--- src/sv/sdps_pkg.sv ---
// Shared constants, types and tables for the soft-disc particle splatter.
`timescale 1ns / 1ps
package sdps_pkg;

  localparam int MAX_WIDTH  = 256;
  localparam int MAX_HEIGHT = 256;
  localparam int MAX_RADIUS = 16;

  localparam int XW     = $clog2(MAX_WIDTH);
  localparam int YW     = $clog2(MAX_HEIGHT);
  localparam int AW     = XW + YW;
  localparam int DIM_W  = 9;
  localparam int RW     = $clog2(MAX_RADIUS + 1);
  localparam int R2W    = 9;
  localparam int CW     = 11;
  localparam int QDEPTH = 4;
  localparam int QPW    = $clog2(QDEPTH);

  localparam logic signed [18:0] POS_LOW  = -19'sd65536;
  localparam logic signed [18:0] POS_HIGH = 19'sd131072;

  typedef enum logic [1:0] {
    KIND_SPLAT = 2'd0,
    KIND_CLEAR = 2'd1,
    KIND_READ  = 2'd2
  } kind_e;

  typedef enum logic {
    REG_FRAME_WIDTH  = 1'b0,
    REG_FRAME_HEIGHT = 1'b1
  } cfg_reg_e;

  typedef enum logic [1:0] {
    OP_SPLAT,
    OP_CLEAR,
    OP_READ
  } cmd_op_e;

  typedef enum logic [2:0] {
    BK_IDLE,
    BK_SPLAT,
    BK_DRAIN,
    BK_CLEAR,
    BK_READ_WAIT
  } back_state_e;

  typedef struct packed {
    cmd_op_e               op;
    logic signed [CW-1:0]  cx;
    logic signed [CW-1:0]  cy;
    logic [RW-1:0]         r;
    logic [R2W-1:0]        r2;
    logic [XW-1:0]         x0;
    logic [XW-1:0]         x1;
    logic [YW-1:0]         y0;
    logic [YW-1:0]         y1;
    logic [3:0][7:0]       col;
    logic                  rd_zero;
    logic [XW-1:0]         rx;
    logic [YW-1:0]         ry;
  } cmd_t;

  // ceil(2^32 / r^2); with it a product shifted right by 32 divides exactly by r^2
  // for any dividend below 2^24.
  function automatic logic [32:0] recip(input logic [RW-1:0] r);
    logic [32:0] v;
    case (r)
      5'd1:    v = 33'd4294967296;
      5'd2:    v = 33'd1073741824;
      5'd3:    v = 33'd477218589;
      5'd4:    v = 33'd268435456;
      5'd5:    v = 33'd171798692;
      5'd6:    v = 33'd119304648;
      5'd7:    v = 33'd87652394;
      5'd8:    v = 33'd67108864;
      5'd9:    v = 33'd53024288;
      5'd10:   v = 33'd42949673;
      5'd11:   v = 33'd35495598;
      5'd12:   v = 33'd29826162;
      5'd13:   v = 33'd25414008;
      5'd14:   v = 33'd21913099;
      5'd15:   v = 33'd19088744;
      5'd16:   v = 33'd16777216;
      default: v = 33'd4294967296;
    endcase
    return v;
  endfunction

endpackage

--- src/sv/sdps_queue.sv ---
// Short command queue between the front end and the back end.
`timescale 1ns / 1ps
module sdps_queue import sdps_pkg::*; (
  input  logic clk_i,
  input  logic rst_ni,
  input  logic push_i,
  input  cmd_t cmd_i,
  output logic full_o,
  input  logic pop_i,
  output logic valid_o,
  output cmd_t head_o
);

  cmd_t           slot_q [QDEPTH];
  logic [QPW-1:0] wr_ptr_q, rd_ptr_q;
  logic [QPW:0]   count_q;

  assign full_o  = (count_q == (QPW+1)'(QDEPTH));
  assign valid_o = (count_q != '0);
  assign head_o  = slot_q[rd_ptr_q];

  always_ff @(posedge clk_i) begin
    if (push_i) begin
      slot_q[wr_ptr_q] <= cmd_i;
    end
  end

  always_ff @(posedge clk_i or negedge rst_ni) begin
    if (!rst_ni) begin
      wr_ptr_q <= '0;
      rd_ptr_q <= '0;
      count_q  <= '0;
    end else begin
      if (push_i) begin
        wr_ptr_q <= wr_ptr_q + 1'b1;
      end
      if (pop_i) begin
        rd_ptr_q <= rd_ptr_q + 1'b1;
      end
      if (push_i && !pop_i) begin
        count_q <= count_q + 1'b1;
      end else if (pop_i && !push_i) begin
        count_q <= count_q - 1'b1;
      end
    end
  end

endmodule

--- config.mk ---
export PLATFORM = sky130hd
export DESIGN_NAME = sdps_queue
export DESIGN_NICKNAME = d
export VERILOG_FILES = /design/src/sv/sdps_pkg.sv /design/src/sv/sdps_queue.sv
export SDC_FILE = /design/constraint.sdc
export NUM_CORES = 1
export LEC_CHECK = 0
export BUFFER_PORTS_ARGS = -buffer_cell sky130_fd_sc_hd__buf_2
export CORE_MARGIN = 5
export CORE_UTILIZATION = 51
export DETAILED_ROUTE_END_ITERATION = 8
export PLACE_DENSITY = 0.75
export SLEW_MARGIN = 20
export SYNTH_ARGS = -nofsm -noshare
export SYNTH_HDL_FRONTEND = slang
export SYNTH_SLANG_ARGS = --single-unit
--- constraint.sdc ---
create_clock -name clk_i -period 3.7 [get_ports clk_i]
set_input_delay 0.185 -clock clk_i [delete_from_list [all_inputs] [get_ports clk_i]]
set_output_delay 0.185 -clock clk_i [all_outputs]
set_load 0.03 [all_outputs]
==> After elaboration in Yosys (flattened, before gate mapping) <==
Memories as Yosys holds them, arrays and structs flattened.
Index checks and enable logic that the tools add are counted.
{ "totals": {"register_bits": 7, "ramBits": 476, "input_bits": 123, "output_inout_bits": 121, "elab_cells": 19, "n_memories": 1} }
{ "mem_list": {"columns": ["memory", "words", "width", "read_ports", "rd_ports_with_merged_regs", "wr", "line_no", "text"], "rows": [
  ["slot_q", 4, 119, 1, 0, 1, "sdps_queue.sv:14", "cmd_t slot_q [QDEPTH];"]
]} }
{ "classes": {"add_sub_neg": 4, "eq_ne": 1, "mux": 4, "n_reduce_logical": 6} }
{ "ops": {"columns": ["cell", "count"], "rows": [
  ["2-to-1 mux 3 bit", 2],
  ["adder 2 x 1 -> 2 bit (second input constant)", 2],
  ["adder 3 x 1 -> 3 bit (second input constant)", 1],
  ["== test 3 bit (second input constant)", 1],
  ["nonzero test 3 bit", 1],
  ["subtractor 3 x 1 -> 3 bit (second input constant)", 1],
  ["logical AND 1 bit", 2],
  ["zero test 1 bit", 2],
  ["2-to-1 mux 1 bit", 2],
  ["nonzero test 2 bit", 1]
]} }

==> Logic depth before layout (Yosys ltp) <==
{ "depth": {"depth_word": 4, "mapped_depth": 7, "mapped_depth_nobuf": 7} }

==> Least setup slack after synthesis <==
No wires, ideal clock.
{ "synth_path": {"path_type": "reg2reg", "start": "register wr_ptr_q[0]", "end": "memory slot_q[2][0] (netlist bit), enable pin", "setup_time_ns": 0.492, "arrival_ns": 3.352, "slack_ns": -0.144, "stages_incl_launch_ff": 4, "path_buffers": 0, "period_less_slack_ns": 3.844, "cell_sequence": "dfrtp_1 -> inv_1 -> ha_1 -> and2_1"} }
{ "synth_lines": {"columns": ["element", "line_no", "text"], "rows": [
  ["start, declared", "sdps_queue.sv:15", "logic [QPW-1:0] wr_ptr_q, rd_ptr_q;"],
  ["start signal, assigned", "sdps_queue.sv:35", "wr_ptr_q <= wr_ptr_q + 1'b1;"],
  ["end, declared", "sdps_queue.sv:14", null]
]} }
Straight into the memory's write port.

==> results.toml <==
[run_status]
outcome = "finished, final reports clean"

[floorplanning]
core_area_sq_um = 34300
start_util = 0.514
fp.dieH_um = 196
std_cell_rows = 68
die_area_sq_um = 38300
die_x_um = 196
io_pins = 244

[yosys]
yosys.area_share.simple = 0.00284
synth_commonest_cells = "edfxtp_1, mux4_2, buf_2"
yosys-top-cells-area = "edfxtp_1, mux4_2, dfrtp_1"
synth-edff-count = 476
synth_ff_type = "edfxtp_1"
synth_top_area_frac = 0.812
synth-adder-area-share = 0.00469
syn_inst = 656
synthDistinctLibCells = 21
yosys_warnings = 0
synth_seq_cells = 483
muxShareOfSynthArea = 0.153
syn-num-nets = 785
synth_top_family_by_area = "multiplexers"
synth_top_cell_by_area = "edfxtp_1"
synth-async-reset-ratio = 0.0145
synth_compound_area_frac = 0.000284
syn_area_per_cell_sq_um = 26.8
synth-xor-area-share = 0.00298
seq_area_frac_synth = 0.822
synth_most_common_cell = "edfxtp_1"
syn_area_sq_um = 17600

[clock_network]
clock_latency_ns = 0.55
cts_buffers = 47
root_buffer = "clkbuf_16"
htreeDepth = 2
cts_setup_buffers = 0
cts_max_path_buffers = 3
cts_tree = "yes"
cts_sinks = 483
clk_pin_slew_ns = 0.06
cts_resized = 0

[critical_path]
timing.rr.end = "slot_q[2][80]$_DFFE_PP_"
cp_num_buf_inv = 2
start_kind = "flip-flop"
path_cells = "buf_4 > mux4_2 > buf_2"
r2r_start = "wr_ptr_q[0]$_DFFE_PN0P_"
cpPeakStageDelay_ns = 0.60
cp_slowest_cell = "dfrtp_4"
crit_family = "buffers and inverters"
critPathArrivalTime_ns = 2.47
worstPathRequired_ns = 3.51
cp_max_fo = 24
r2r.worst_path.cells = 4
worstSetupPathType = "flip-flop to primary output"
crit_start = "rd_ptr_q[0]$_DFFE_PN0P_"
r2r_setup_slack_ns = 1.63
cp-end-kind = "primary output"

[cells_and_area]
stdcell_count = 1550
area_growth_pct = 25.9
num-nets-final = 1189
utilization = 0.646
drive_gt1_frac = 0.414

[timing]
fin_setup_tns_ns = 0
finalSetupViolCount = 0
tightestPinTransition_ns = 0.734
slew_headroom = 0.511
period_needed_ns = 2.65
drv_slew = 0
period_share = 0.717
rsz0062_at_grt = "no"
max_clock_freq_ghz = 0.377
skew_ns = 0.0208
finalHoldViolations = 0

[global_route]
grt_pass1_vias = 9252
grt_max_degree = 79
antenna_found_initial = 2
grt_pass1_wl_um = 54400
grt_overflow = 0
track_usage = 0.183

[placed_design]
gp_congestion = 0.710
io_buffers = 243
dpl.hpwl_um = 20200
dp.cells = 1343

[pwr]
peakVddDrop_mv = 0.511
cellLeakagePower_nw = 7.65
powerDensity_nw_per_um2 = 828

[job]
maxCapViolCount = 0

[route]
drcViolationCount = 0
drt_iter0_drc = 553
via_per_inst = 5.38
ant_nets = 0
first_pass_iters = 5
wirelength_um = 34700
routed-via-count = 8337
wire_per_inst_um = 22.4

[min_path]
hold_end = "slot_q[2][105]$_DFFE_PP_"
hp-start = "cmd_i[105]"
worstHoldPathType = "primary input to flip-flop"
hold_depth = 2
## final cells by class
cell class / count / area, sq um
repair buffers: 382 / 2660
clock inverters: 29 / 307
flip-flops and latches: 483 / 14500
multi-input cells: 142 / 2890
fillers: 2243 / 12100
well taps: 455 / 569
diodes: 2 / 5.00
inverters: 4 / 15.0
clock buffers: 53 / 1240
## cell families (layout without fill, tap and decap cells)
logic type | Yosys count | in the layout
and+or+nand+nor | 9 | 9
muxes | 120 | 120
DFF | 483 | 483
other | 0 | 2
adders and majority gates | 6 | 6
AOI/OAI and AO/OA | 1 | 1
xor gates and xnor gates | 6 | 6
buffers and inverters | 31 | 468
## placed cells by master, fill, tap and decap left out, types with 5 or more instances in the layout
cell / Yosys / routed
edfxtp_1: 476 / 476
buf_2: 12 / 243
dlygate4sd3_1: 0 / 123
mux4_2: 119 / 119
clkbuf_16: 0 / 49
clkinv_1: 0 / 10
buf_4: 1 / 9
buf_12: 1 / 7
bufinv_16: 0 / 6
ha_1: 5 / 5
clkinv_2: 0 / 5
clkinvlp_4: 0 / 5
dfrtp_1: 7 / 5
## sequential cells by signal (all words and copies together) (netlist names)
name,count
slot_q,476
rd_ptr_q,2
wr_ptr_q,2
count_q,3
## how the worst max path moves through the flow
stage | endpoint | slack, ns | depth (start not counted)
6_report | head_o[97] | 1.05 | 3
2_1_floorplan | slot_q[2][0]$_DFFE_PP_ | 1.18 | 3
3_3_place_gp | head_o[97] | 1.59 | 3
4_1_cts | head_o[97] | 0.99 | 3
5_1_grt | head_o[97] | 0.86 | 3
3_5_place_dp | head_o[97] | 1.59 | 3
## per-stage QoR
step	instance area, sq um	setup slack, ns	hold WS (ns)	power [W]
after global placement	19400	1.59	0.0330	0.0136
final	22200	1.05	0.385	0.0183
after detailed placement	19400	1.59	0.0366	0.0137
after floorplan	17600	1.18	-0.111	0.0120
after global routing	22200	0.856	0.370	0.0192
after CTS	22200	0.988	0.351	0.0186
## routing by layer
layer  track usage  share of wire
met1         0.242           0.40
met2         0.312           0.52
met3        0.0393          0.063
met4        0.0497          0.020
met5             0              0
## timing repair
item,4_1_cts,5_1_grt
endpoints found under the hold margin,487,0
hold buffers,123,0
setup endpoints to repair,0,0
## worst reg2reg max path: cells and delay by family, from the launching register on
kind / cells / cell delay, ns
AND/OR/NAND/NOR: 1 / 0.59
flip-flops: 1 / 0.42
buffers and inverters: 2 / 0.57
adder cells (fa/ha/maj): 1 / 0.15
## power by group
group | switching, W | total (W) | internal (W) | leakage (nW)
sequential | 0.000343 | 0.00750 | 0.00716 | 4.45
combinational | 0.00387 | 0.00612 | 0.00225 | 2.45
clock | 0.00190 | 0.00473 | 0.00282 | 0.742
Power figures use the tool's default switching activity.
