## config.mk

```make
export PLATFORM = sky130hd
export DESIGN_NAME = sdps_front
export DESIGN_NICKNAME = d
export VERILOG_FILES = /design/src/sv/sdps_pkg.sv /design/src/sv/sdps_front.sv
export SDC_FILE = /design/constraint.sdc
export NUM_CORES = 2
export LEC_CHECK = 0
export BUFFER_PORTS_ARGS = -buffer_cell sky130_fd_sc_hd__buf_2
export CAP_MARGIN = 20
export CORE_MARGIN = 2
export CORE_UTILIZATION = 40
export CTS_CLUSTER_SIZE = 16
export DETAILED_ROUTE_END_ITERATION = 10
export GPL_TIMING_DRIVEN = 0
export PLACE_DENSITY = 0.67
export SKIP_CTS_REPAIR_TIMING = 1
export SKIP_LAST_GASP = 1
export SYNTH_ARGS = -nofsm -noshare
export SYNTH_HDL_FRONTEND = slang
export SYNTH_SLANG_ARGS = --single-unit
```

## constraint.sdc

```tcl
create_clock -name clk_i -period 16.64 [get_ports clk_i]
set_input_delay 1.664 -clock clk_i [delete_from_list [all_inputs] [get_ports clk_i]]
set_output_delay 1.664 -clock clk_i [all_outputs]
set_load 0.03 [all_outputs]
```

## src/sv/sdps_pkg.sv

```systemverilog
// Shared constants, types and tables for the soft-disc particle splatter.
`timescale 1ns / 1ps
package sdps_pkg;

  localparam int MAX_WIDTH  = 256;
  localparam int MAX_HEIGHT = 256;
  localparam int MAX_RADIUS = 16;

  localparam int XW     = $clog2(MAX_WIDTH);
  localparam int YW     = $clog2(MAX_HEIGHT);
  localparam int AW     = XW + YW;
  localparam int DIM_W  = 9;
  localparam int RW     = $clog2(MAX_RADIUS + 1);
  localparam int R2W    = 9;
  localparam int CW     = 11;
  localparam int QDEPTH = 4;
  localparam int QPW    = $clog2(QDEPTH);

  localparam logic signed [18:0] POS_LOW  = -19'sd65536;
  localparam logic signed [18:0] POS_HIGH = 19'sd131072;

  typedef enum logic [1:0] {
    KIND_SPLAT = 2'd0,
    KIND_CLEAR = 2'd1,
    KIND_READ  = 2'd2
  } kind_e;

  typedef enum logic {
    REG_FRAME_WIDTH  = 1'b0,
    REG_FRAME_HEIGHT = 1'b1
  } cfg_reg_e;

  typedef enum logic [1:0] {
    OP_SPLAT,
    OP_CLEAR,
    OP_READ
  } cmd_op_e;

  typedef enum logic [2:0] {
    BK_IDLE,
    BK_SPLAT,
    BK_DRAIN,
    BK_CLEAR,
    BK_READ_WAIT
  } back_state_e;

  typedef struct packed {
    cmd_op_e               op;
    logic signed [CW-1:0]  cx;
    logic signed [CW-1:0]  cy;
    logic [RW-1:0]         r;
    logic [R2W-1:0]        r2;
    logic [XW-1:0]         x0;
    logic [XW-1:0]         x1;
    logic [YW-1:0]         y0;
    logic [YW-1:0]         y1;
    logic [3:0][7:0]       col;
    logic                  rd_zero;
    logic [XW-1:0]         rx;
    logic [YW-1:0]         ry;
  } cmd_t;

  // ceil(2^32 / r^2); with it a product shifted right by 32 divides exactly by r^2
  // for any dividend below 2^24.
  function automatic logic [32:0] recip(input logic [RW-1:0] r);
    logic [32:0] v;
    case (r)
      5'd1:    v = 33'd4294967296;
      5'd2:    v = 33'd1073741824;
      5'd3:    v = 33'd477218589;
      5'd4:    v = 33'd268435456;
      5'd5:    v = 33'd171798692;
      5'd6:    v = 33'd119304648;
      5'd7:    v = 33'd87652394;
      5'd8:    v = 33'd67108864;
      5'd9:    v = 33'd53024288;
      5'd10:   v = 33'd42949673;
      5'd11:   v = 33'd35495598;
      5'd12:   v = 33'd29826162;
      5'd13:   v = 33'd25414008;
      5'd14:   v = 33'd21913099;
      5'd15:   v = 33'd19088744;
      5'd16:   v = 33'd16777216;
      default: v = 33'd4294967296;
    endcase
    return v;
  endfunction

endpackage

```

## src/sv/sdps_front.sv

```systemverilog
// Front end: accepts items, scales the particle and queues a command for the back end.
`timescale 1ns / 1ps
module sdps_front import sdps_pkg::*; (
  input  logic                    clk_i,
  input  logic                    rst_ni,
  input  logic                    in_valid_i,
  output logic                    in_ready_o,
  input  logic [1:0]              kind_i,
  input  logic signed [18:0]      pos_x_i,
  input  logic signed [18:0]      pos_y_i,
  input  logic [15:0]             size_i,
  input  logic [7:0]              red_i,
  input  logic [7:0]              green_i,
  input  logic [7:0]              blue_i,
  input  logic [7:0]              alpha_i,
  input  logic [7:0]              read_x_i,
  input  logic [7:0]              read_y_i,
  input  logic [DIM_W-1:0]        frame_w_i,
  input  logic [DIM_W-1:0]        frame_h_i,
  input  logic                    hold_i,
  output logic                    push_o,
  output cmd_t                    cmd_o,
  input  logic                    full_i
);

  logic                 a_valid_q;
  logic [1:0]           a_kind_q;
  logic signed [28:0]   a_px_q, a_py_q;
  logic [24:0]          a_rs_q;
  logic [2:0][15:0]     a_prod_q;
  logic [7:0]           a_alpha_q;
  logic                 a_skip_q;
  logic [7:0]           a_rx_q, a_ry_q;
  logic                 a_rdz_q;

  logic                 accept;
  logic signed [28:0]   px_prod, py_prod;
  logic                 skip;

  assign in_ready_o = !a_valid_q && !hold_i;
  assign accept     = in_valid_i && in_ready_o;

  assign px_prod = pos_x_i * $signed({1'b0, frame_w_i});
  assign py_prod = pos_y_i * $signed({1'b0, frame_h_i});
  assign skip    = (alpha_i == 8'd0) || (pos_x_i < POS_LOW) || (pos_x_i > POS_HIGH) ||
                   (pos_y_i < POS_LOW) || (pos_y_i > POS_HIGH);

  always_ff @(posedge clk_i) begin
    if (accept) begin
      a_kind_q    <= kind_i;
      a_px_q      <= px_prod;
      a_py_q      <= py_prod;
      a_rs_q      <= {9'd0, size_i} * {16'd0, frame_w_i};
      a_prod_q[0] <= {8'd0, red_i} * {8'd0, alpha_i};
      a_prod_q[1] <= {8'd0, green_i} * {8'd0, alpha_i};
      a_prod_q[2] <= {8'd0, blue_i} * {8'd0, alpha_i};
      a_alpha_q   <= alpha_i;
      a_skip_q    <= skip;
      a_rx_q      <= read_x_i;
      a_ry_q      <= read_y_i;
      a_rdz_q     <= ({1'b0, read_x_i} >= frame_w_i) || ({1'b0, read_y_i} >= frame_h_i);
    end
  end

  // Second step: centre, radius, clipped square and premultiplied colour.
  logic [28:0]          px_mag, py_mag;
  logic signed [11:0]   cx_w, cy_w, rs, wmax, hmax;
  logic signed [11:0]   xlo, xhi, ylo, yhi, x0, x1, y0, y1;
  logic [8:0]           r_raw;
  logic [RW-1:0]        r;
  logic [2*RW-1:0]      r_sq;
  logic [2:0][15:0]     csum;
  logic                 keep;

  always_comb begin
    px_mag = a_px_q[28] ? 29'(-a_px_q) : 29'(a_px_q);
    py_mag = a_py_q[28] ? 29'(-a_py_q) : 29'(a_py_q);
    // Truncation toward zero: divide the magnitude, then restore the sign.
    cx_w = a_px_q[28] ? -$signed({1'b0, px_mag[26:16]}) : $signed({1'b0, px_mag[26:16]});
    cy_w = a_py_q[28] ? -$signed({1'b0, py_mag[26:16]}) : $signed({1'b0, py_mag[26:16]});
    r_raw = a_rs_q[24:16];
    if (r_raw == 9'd0) begin
      r = RW'(1);
    end else if (r_raw > 9'(MAX_RADIUS)) begin
      r = RW'(MAX_RADIUS);
    end else begin
      r = r_raw[RW-1:0];
    end
    r_sq = {{RW{1'b0}}, r} * {{RW{1'b0}}, r};
    rs   = $signed({{(12-RW){1'b0}}, r});
    wmax = $signed({3'd0, frame_w_i}) - 12'sd1;
    hmax = $signed({3'd0, frame_h_i}) - 12'sd1;
    xlo  = cx_w - rs;
    xhi  = cx_w + rs;
    ylo  = cy_w - rs;
    yhi  = cy_w + rs;
    x0   = (xlo < 12'sd0) ? 12'sd0 : xlo;
    x1   = (xhi > wmax) ? wmax : xhi;
    y0   = (ylo < 12'sd0) ? 12'sd0 : ylo;
    y1   = (yhi > hmax) ? hmax : yhi;
    for (int k = 0; k < 3; k++) begin
      // Exact division by 255 for any product of two bytes.
      csum[k] = a_prod_q[k] + {8'd0, a_prod_q[k][15:8]} + 16'd1;
    end

    case (kind_e'(a_kind_q))
      KIND_SPLAT: keep = !a_skip_q && (x0 <= x1) && (y0 <= y1);
      KIND_CLEAR: keep = 1'b1;
      KIND_READ:  keep = 1'b1;
      default:    keep = 1'b0;
    endcase

    case (kind_e'(a_kind_q))
      KIND_CLEAR: cmd_o.op = OP_CLEAR;
      KIND_READ:  cmd_o.op = OP_READ;
      default:    cmd_o.op = OP_SPLAT;
    endcase
    cmd_o.cx      = cx_w[CW-1:0];
    cmd_o.cy      = cy_w[CW-1:0];
    cmd_o.r       = r;
    cmd_o.r2      = r_sq[R2W-1:0];
    cmd_o.x0      = x0[XW-1:0];
    cmd_o.x1      = x1[XW-1:0];
    cmd_o.y0      = y0[YW-1:0];
    cmd_o.y1      = y1[YW-1:0];
    cmd_o.col[0]  = csum[0][15:8];
    cmd_o.col[1]  = csum[1][15:8];
    cmd_o.col[2]  = csum[2][15:8];
    cmd_o.col[3]  = a_alpha_q;
    cmd_o.rd_zero = a_rdz_q;
    cmd_o.rx      = a_rx_q[XW-1:0];
    cmd_o.ry      = a_ry_q[YW-1:0];
  end

  assign push_o = a_valid_q && keep && !full_i;

  always_ff @(posedge clk_i or negedge rst_ni) begin
    if (!rst_ni) begin
      a_valid_q <= 1'b0;
    end else if (accept) begin
      a_valid_q <= 1'b1;
    end else if (a_valid_q && (!keep || !full_i)) begin
      a_valid_q <= 1'b0;
    end
  end

endmodule

```

# Word-level counts from Yosys, hierarchy flattened
# Cells that the tools add are included.
# Widths: inputs -> output; s select.
# word_totals
regBits	160
input_bits	127
out_inout_bits	121
word_cells	88
# classes
n_mul	7
addsub	16
n_lt_le_gt_ge	13
eq_ne	2
n_reduce_logical	23
muxes	14
# ops
op	n
$mux 12	6
$mul 19x10->29	2
$mux 27	2
$neg 27->27	2
$add 16x1->16 const B	3
$add 16x8->16	3
$mul 8x8->16	3
$gt 19x19->1 const B	2
$lt 19x17->1 const B	2
$mul 16x9->25	1
$add 12x6->12	2
$gt 12x10->1	2
$le 12x12->1	2
$lt 12x1->1 const B	2
$neg 11->12	2
$sub 12x6->12	2
$sub 9x1->10 const B	2
$ge 8x9->1	2
$mux 5	2
$gt 9x5->1 const B	1
$logic_not 9->1	1
$mul 5x5->9	1
$logic_not 8->1	1
$logic_and 1x1->1	7
other kinds (10)	20

# Depth between registers and ports, before layout
# depth
depth_word	16
depth_mapped	35
mapped_depth_nobuf	33

# Least setup slack after synthesis
# Ideal clock, no wire load.
# synth_timing
kind	reg-to-output
start	register a_rs_q[21]
end	output port push_o
n_path_buf	2
stages_incl_launch_ff	33
arrival_ps	7994
slack_ps	6982
required_time_ps	14976
path_cell_list	edfxtp_1 > or4_1 > nor2_1 > clkbuf_1 > inv_1 > nor2_1 > ha_1 > inv_1 > fa_1 > o21bai_1 > a21oi_1 > nor2b_1 > o21ai_1 > nand3b_1 > nor3_1 > xor2_1 > ha_1 > nand4_1 > o311a_1 > a21oi_1 > clkbuf_1 > nor2_1 > a21oi_1 > ha_1 > nor2b_1 > o21ai_0 > nand2b_1 > a2111oi_0 > o31ai_1 > a221oi_1 > and3b_1 > o311ai_1 > a21oi_1
# synth_lines
element	line_no	source
start, declared	sdps_front.sv:29	logic [24:0] a_rs_q;
start signal, assigned	sdps_front.sv:53	a_rs_q <= {9'd0, size_i} * {16'd0, frame_w_i};
end, declared	sdps_front.sv:21	output logic push_o,

# Worst setup path after layout
# layout_timing
start	register a_rs_q[21]
end	output port push_o
# layout_between
elab_chain_len	12
word_cells_on_any_way	23
cone_classes	4 x add/sub; 7 x order compare; 7 x mux; 5 x reduce/logical
# layout_lines
element	line_no	source
$gt 9x5->1	sdps_front.sv:84	end else if (r_raw > 9'(MAX_RADIUS)) begin
$mux 5	sdps_front.sv:84	
$mux 5 *	sdps_front.sv:82	if (r_raw == 9'd0) begin
$sub 12x6->12 / $add 12x6->12 (equally long branches)	sdps_front.sv:93, sdps_front.sv:94	
$lt 12x1->1 / $gt 12x10->1 (equally long branches)	sdps_front.sv:97, sdps_front.sv:98	
$mux 12 (on tied branches)	sdps_front.sv:97, sdps_front.sv:98	
$le 12x12->1	sdps_front.sv:107	KIND_SPLAT: keep = !a_skip_q && (x0 <= x1) && (y0 <= y1);
$logic_and 1x1->1	sdps_front.sv:107	
$logic_and 1x1->1 *	sdps_front.sv:107	
$pmux 1 s2 *	sdps_front.sv:106	case (kind_e'(a_kind_q))
$logic_and 1x1->1 * (2 in a row)	sdps_front.sv:135	assign push_o = a_valid_q && keep && !full_i;
# Mark *: on every way between the ends. The rest lies on a longest branch, timed or not.

==> flow_metrics.env <==
export IMPL_p_comb_share_pct=80.1
export IMPL_antenna_found_initial=6
export IMPL_finalCoreUtilization_pct=44.1
export IMPL_wl_met2_mm=37.6
export IMPL_nets=4699
export IMPL_path_class="reg2out"
export IMPL_rows=103
export IMPL_ys_seq_area_share_pct=13.4
export IMPL_tritoncts="done"
export IMPL_hp_class="reg2reg"
export IMPL_final_period_utilization_pct=65.5
export IMPL_layout_drive_gt1_share_pct=7.21
export IMPL_status="complete, no violations"
export IMPL_swShare_pct=52.6
export IMPL_setup_tns_ps=0
export IMPL_ys_ff_latch=142
export IMPL_grt_pass1_wl_mm=130
export IMPL_end_kind="primary output"
export IMPL_io_buffers=198
export IMPL_floorplan_initialDensity_pct=40.3
export IMPL_grt_start_max_net_pins=62
export IMPL_clk_path_buf_depth=2
export IMPL_cp_start_kind="register"
export IMPL_fillers=7761
export IMPL_totalWireLength_mm=78.8
export IMPL_seq_power_share_pct=12.6
export IMPL_switchingPower_mw=3.10
export IMPL_arrival_ps=9240
export IMPL_syn_to_final_growth_pct=9.48
export IMPL_grt_use_total_pct=20.0
export IMPL_cts_buffers=17
export IMPL_drt_iter0_drc=1311
export IMPL_p_per_area_nw_per_um2=170
export IMPL_required_ps=14980
export IMPL_ant_nets=0
export IMPL_leakage_nw=17.3
export IMPL_die_height_um=286
export IMPL_async_reset_ff_share_pct=0.704
export IMPL_worst_pin_slew_ps=1140
export IMPL_overflow=0
export IMPL_clockPowerShare_pct=7.3
export IMPL_vias=23960
export IMPL_cts_clk_slew_worst_paths_ps=80
export IMPL_clk_insertion_delay_late_ps=490
export IMPL_peakVddDrop_mv=0.103
export IMPL_min_period_ps=10900
export IMPL_rsz0062_at_grt="no"
export IMPL_fmax_mhz=91.7
export IMPL_wl_per_cell_um=16.6
export IMPL_fin_skew_ps=16.4
export IMPL_setup_violations=0
export IMPL_wl_met1_mm=34.9
export IMPL_fp_coreArea_um2=78900
export IMPL_wl_met3_mm=4.46
export IMPL_hold_violations=0
export IMPL_internal_power_mw=2.80
export IMPL_htree_levels=4
export IMPL_crit_slowest_cell="a21oi_1"
export IMPL_cts_root_buf="clkbuf_16"
export IMPL_synth_ff_type="edfxtp_1"
export IMPL_highest_layer="met4"
export IMPL_drtPass1Iterations=7
export IMPL_drt_vias_per_instance=5.05
export IMPL_syn_area_per_cell_um2=9.20
export IMPL_relSlewSlack_pct=23.3
export IMPL_crit_path_max_fanout=11
export IMPL_yosys_warnings=0
export IMPL_clock_sinks=142
export IMPL_hpwl_mm=65.8
export IMPL_multi_input_area_um2=24600
export IMPL_maxCapViolations=0
export IMPL_drc=0
export IMPL_syn_area_um2=31800
export IMPL_syn_instance_count=3452
export IMPL_die_x_um=286
export IMPL_slew_viol_final=0
export IMPL_die_area_um2=81700
export IMPL_place_gp_congestion=0.879
export IMPL_grt_pass1_vias=24908
export IMPL_ys_types=74
export IMPL_seq_area_um2=4260
export IMPL_slowest_delay_ps=680
export IMPL_synth_edf_count=141
export IMPL_io_pins=248
[power groups by stage]
stage	clock, mW	sequential (mW)	combinational (mW)
floorplan	0	0.733	3.60
global placement	0	0.751	4.63
detailed placement	0	0.750	4.72
CTS	0.445	0.743	4.76
global route	0.456	0.756	5.34
finish	0.430	0.744	4.73
[metrics by stage]
step / setup WS, ps / area (um^2) / hold WS [ps] / instances / power [mW]
finish: 5740 / 34800 / 801 / 4741 / 5.90
global route: 5110 / 34800 / 812 / 4741 / 6.56
CTS: 5830 / 34800 / 780 / 4738 / 5.95
detailed placement: 6480 / 34100 / 759 / 4706 / 5.47
global placement: 6530 / 34100 / 766 / 4703 / 5.38
floorplan: 6980 / 31800 / 692 / 3455 / 4.33
[kinds of logic after synthesis]
| group | count (synthesis) | synth area share, % |
|---|---|---|
| simple gates | 1100 | 17.7 |
| fa+ha+maj | 895 | 47.0 |
| buf+inv | 784 | 9.32 |
| compound gates | 317 | 6.53 |
| xor+xnor | 205 | 5.79 |
| flops | 142 | 13.4 |
| mux | 8 | 0.260 |
| other cells | 1 | 0.0118 |
[final cells by class]
| cell class | instances | share of cell area, % |
|---|---|---|
| diodes | 1 | 0.00720 |
| plain buffers | 136 | 1.52 |
| clock buffers | 17 | 1.22 |
| clock inverters | 15 | 0.568 |
| inverters | 648 | 6.99 |
| multi-input cells | 2529 | 70.6 |
| flip-flops and latches | 142 | 12.2 |
| well taps | 1050 | 3.78 |
| repair buffers | 203 | 3.04 |
[per-layer routing]
layer,GRT usage [%],vias up
li1,-,11291
met1,26.7,11926
met2,33.6,652
met3,3.31,91
met4,5.39,0
met5,0,-
[Yosys cell counts, drive strengths merged (24+ instances only)]
library cell,number,area share (%)
nor2,128,1.6
a21oi,89,1.4
fa,498,31
xnor2,157,4.5
inv,648,7.7
ha,397,16
nand2,385,4.5
a21o,33,0.78
edfxtp,141,13
clkbuf,109,1.3
nor3,44,0.74
xor2,48,1.3
buf,27,0.38
o21a,27,0.64
nand2b,24,0.47
nand3,32,0.52
and2,374,7.4
o21ai,66,1.0
[worst max-delay path, delay by kind of cell, from the launching register on]
kind / cells / cell delay, ps
mux: 1 / 400
buf+inv: 5 / 1080
simple gates: 10 / 2530
xor+xnor: 1 / 130
fa+ha+maj: 4 / 1340
flops: 1 / 350
compound gates: 11 / 2930
[cells in the final DEF, fill, tap and decap left out, types with 7 or more instances in the layout]
cell type	count
nor2b_1	18
ha_1	397
a21o_1	33
nand2_1	385
inv_1	646
o41ai_1	7
nor2_1	117
xnor2_1	154
o21a_1	27
nand3_1	31
fa_1	498
o21bai_1	17
nand2b_1	24
clkbuf_16	17
o21ai_0	60
a21oi_1	89
a31oi_1	11
and3_1	21
or3_1	7
and2_1	373
a2111oi_0	7
buf_2	198
xor2_1	48
a211oi_1	9
nor2_2	11
edfxtp_1	141
buf_1	24
nor3_1	42
nor4_1	19
clkbuf_1	111
nand4_1	19
a41o_1	7
[state kept, by name, indices dropped and copies added (netlist names)]
name,flops
a_prod_q,48
a_py_q,28
a_ry_q,8
a_kind_q,2
a_rdz_q,1
a_alpha_q,8
a_px_q,28
a_valid_q,1
a_rs_q,9
a_skip_q,1
a_rx_q,8
[worst paths after layout]
check,from,endpoint,slack [ps],depth (start not counted)
max in group asynchronous,rst_ni,a_valid_q,15620,1
worst min-delay path,a_valid_q,a_valid_q,800,3
worst min register to register,a_valid_q,a_valid_q,800,3
worst max register to register,a_rs_q[21],a_valid_q,8070,31
min in group asynchronous,rst_ni,a_valid_q,930,1
worst max-delay path,a_rs_q[21],push_o,5740,32
Note: power is estimated with default switching activity, not from simulation.
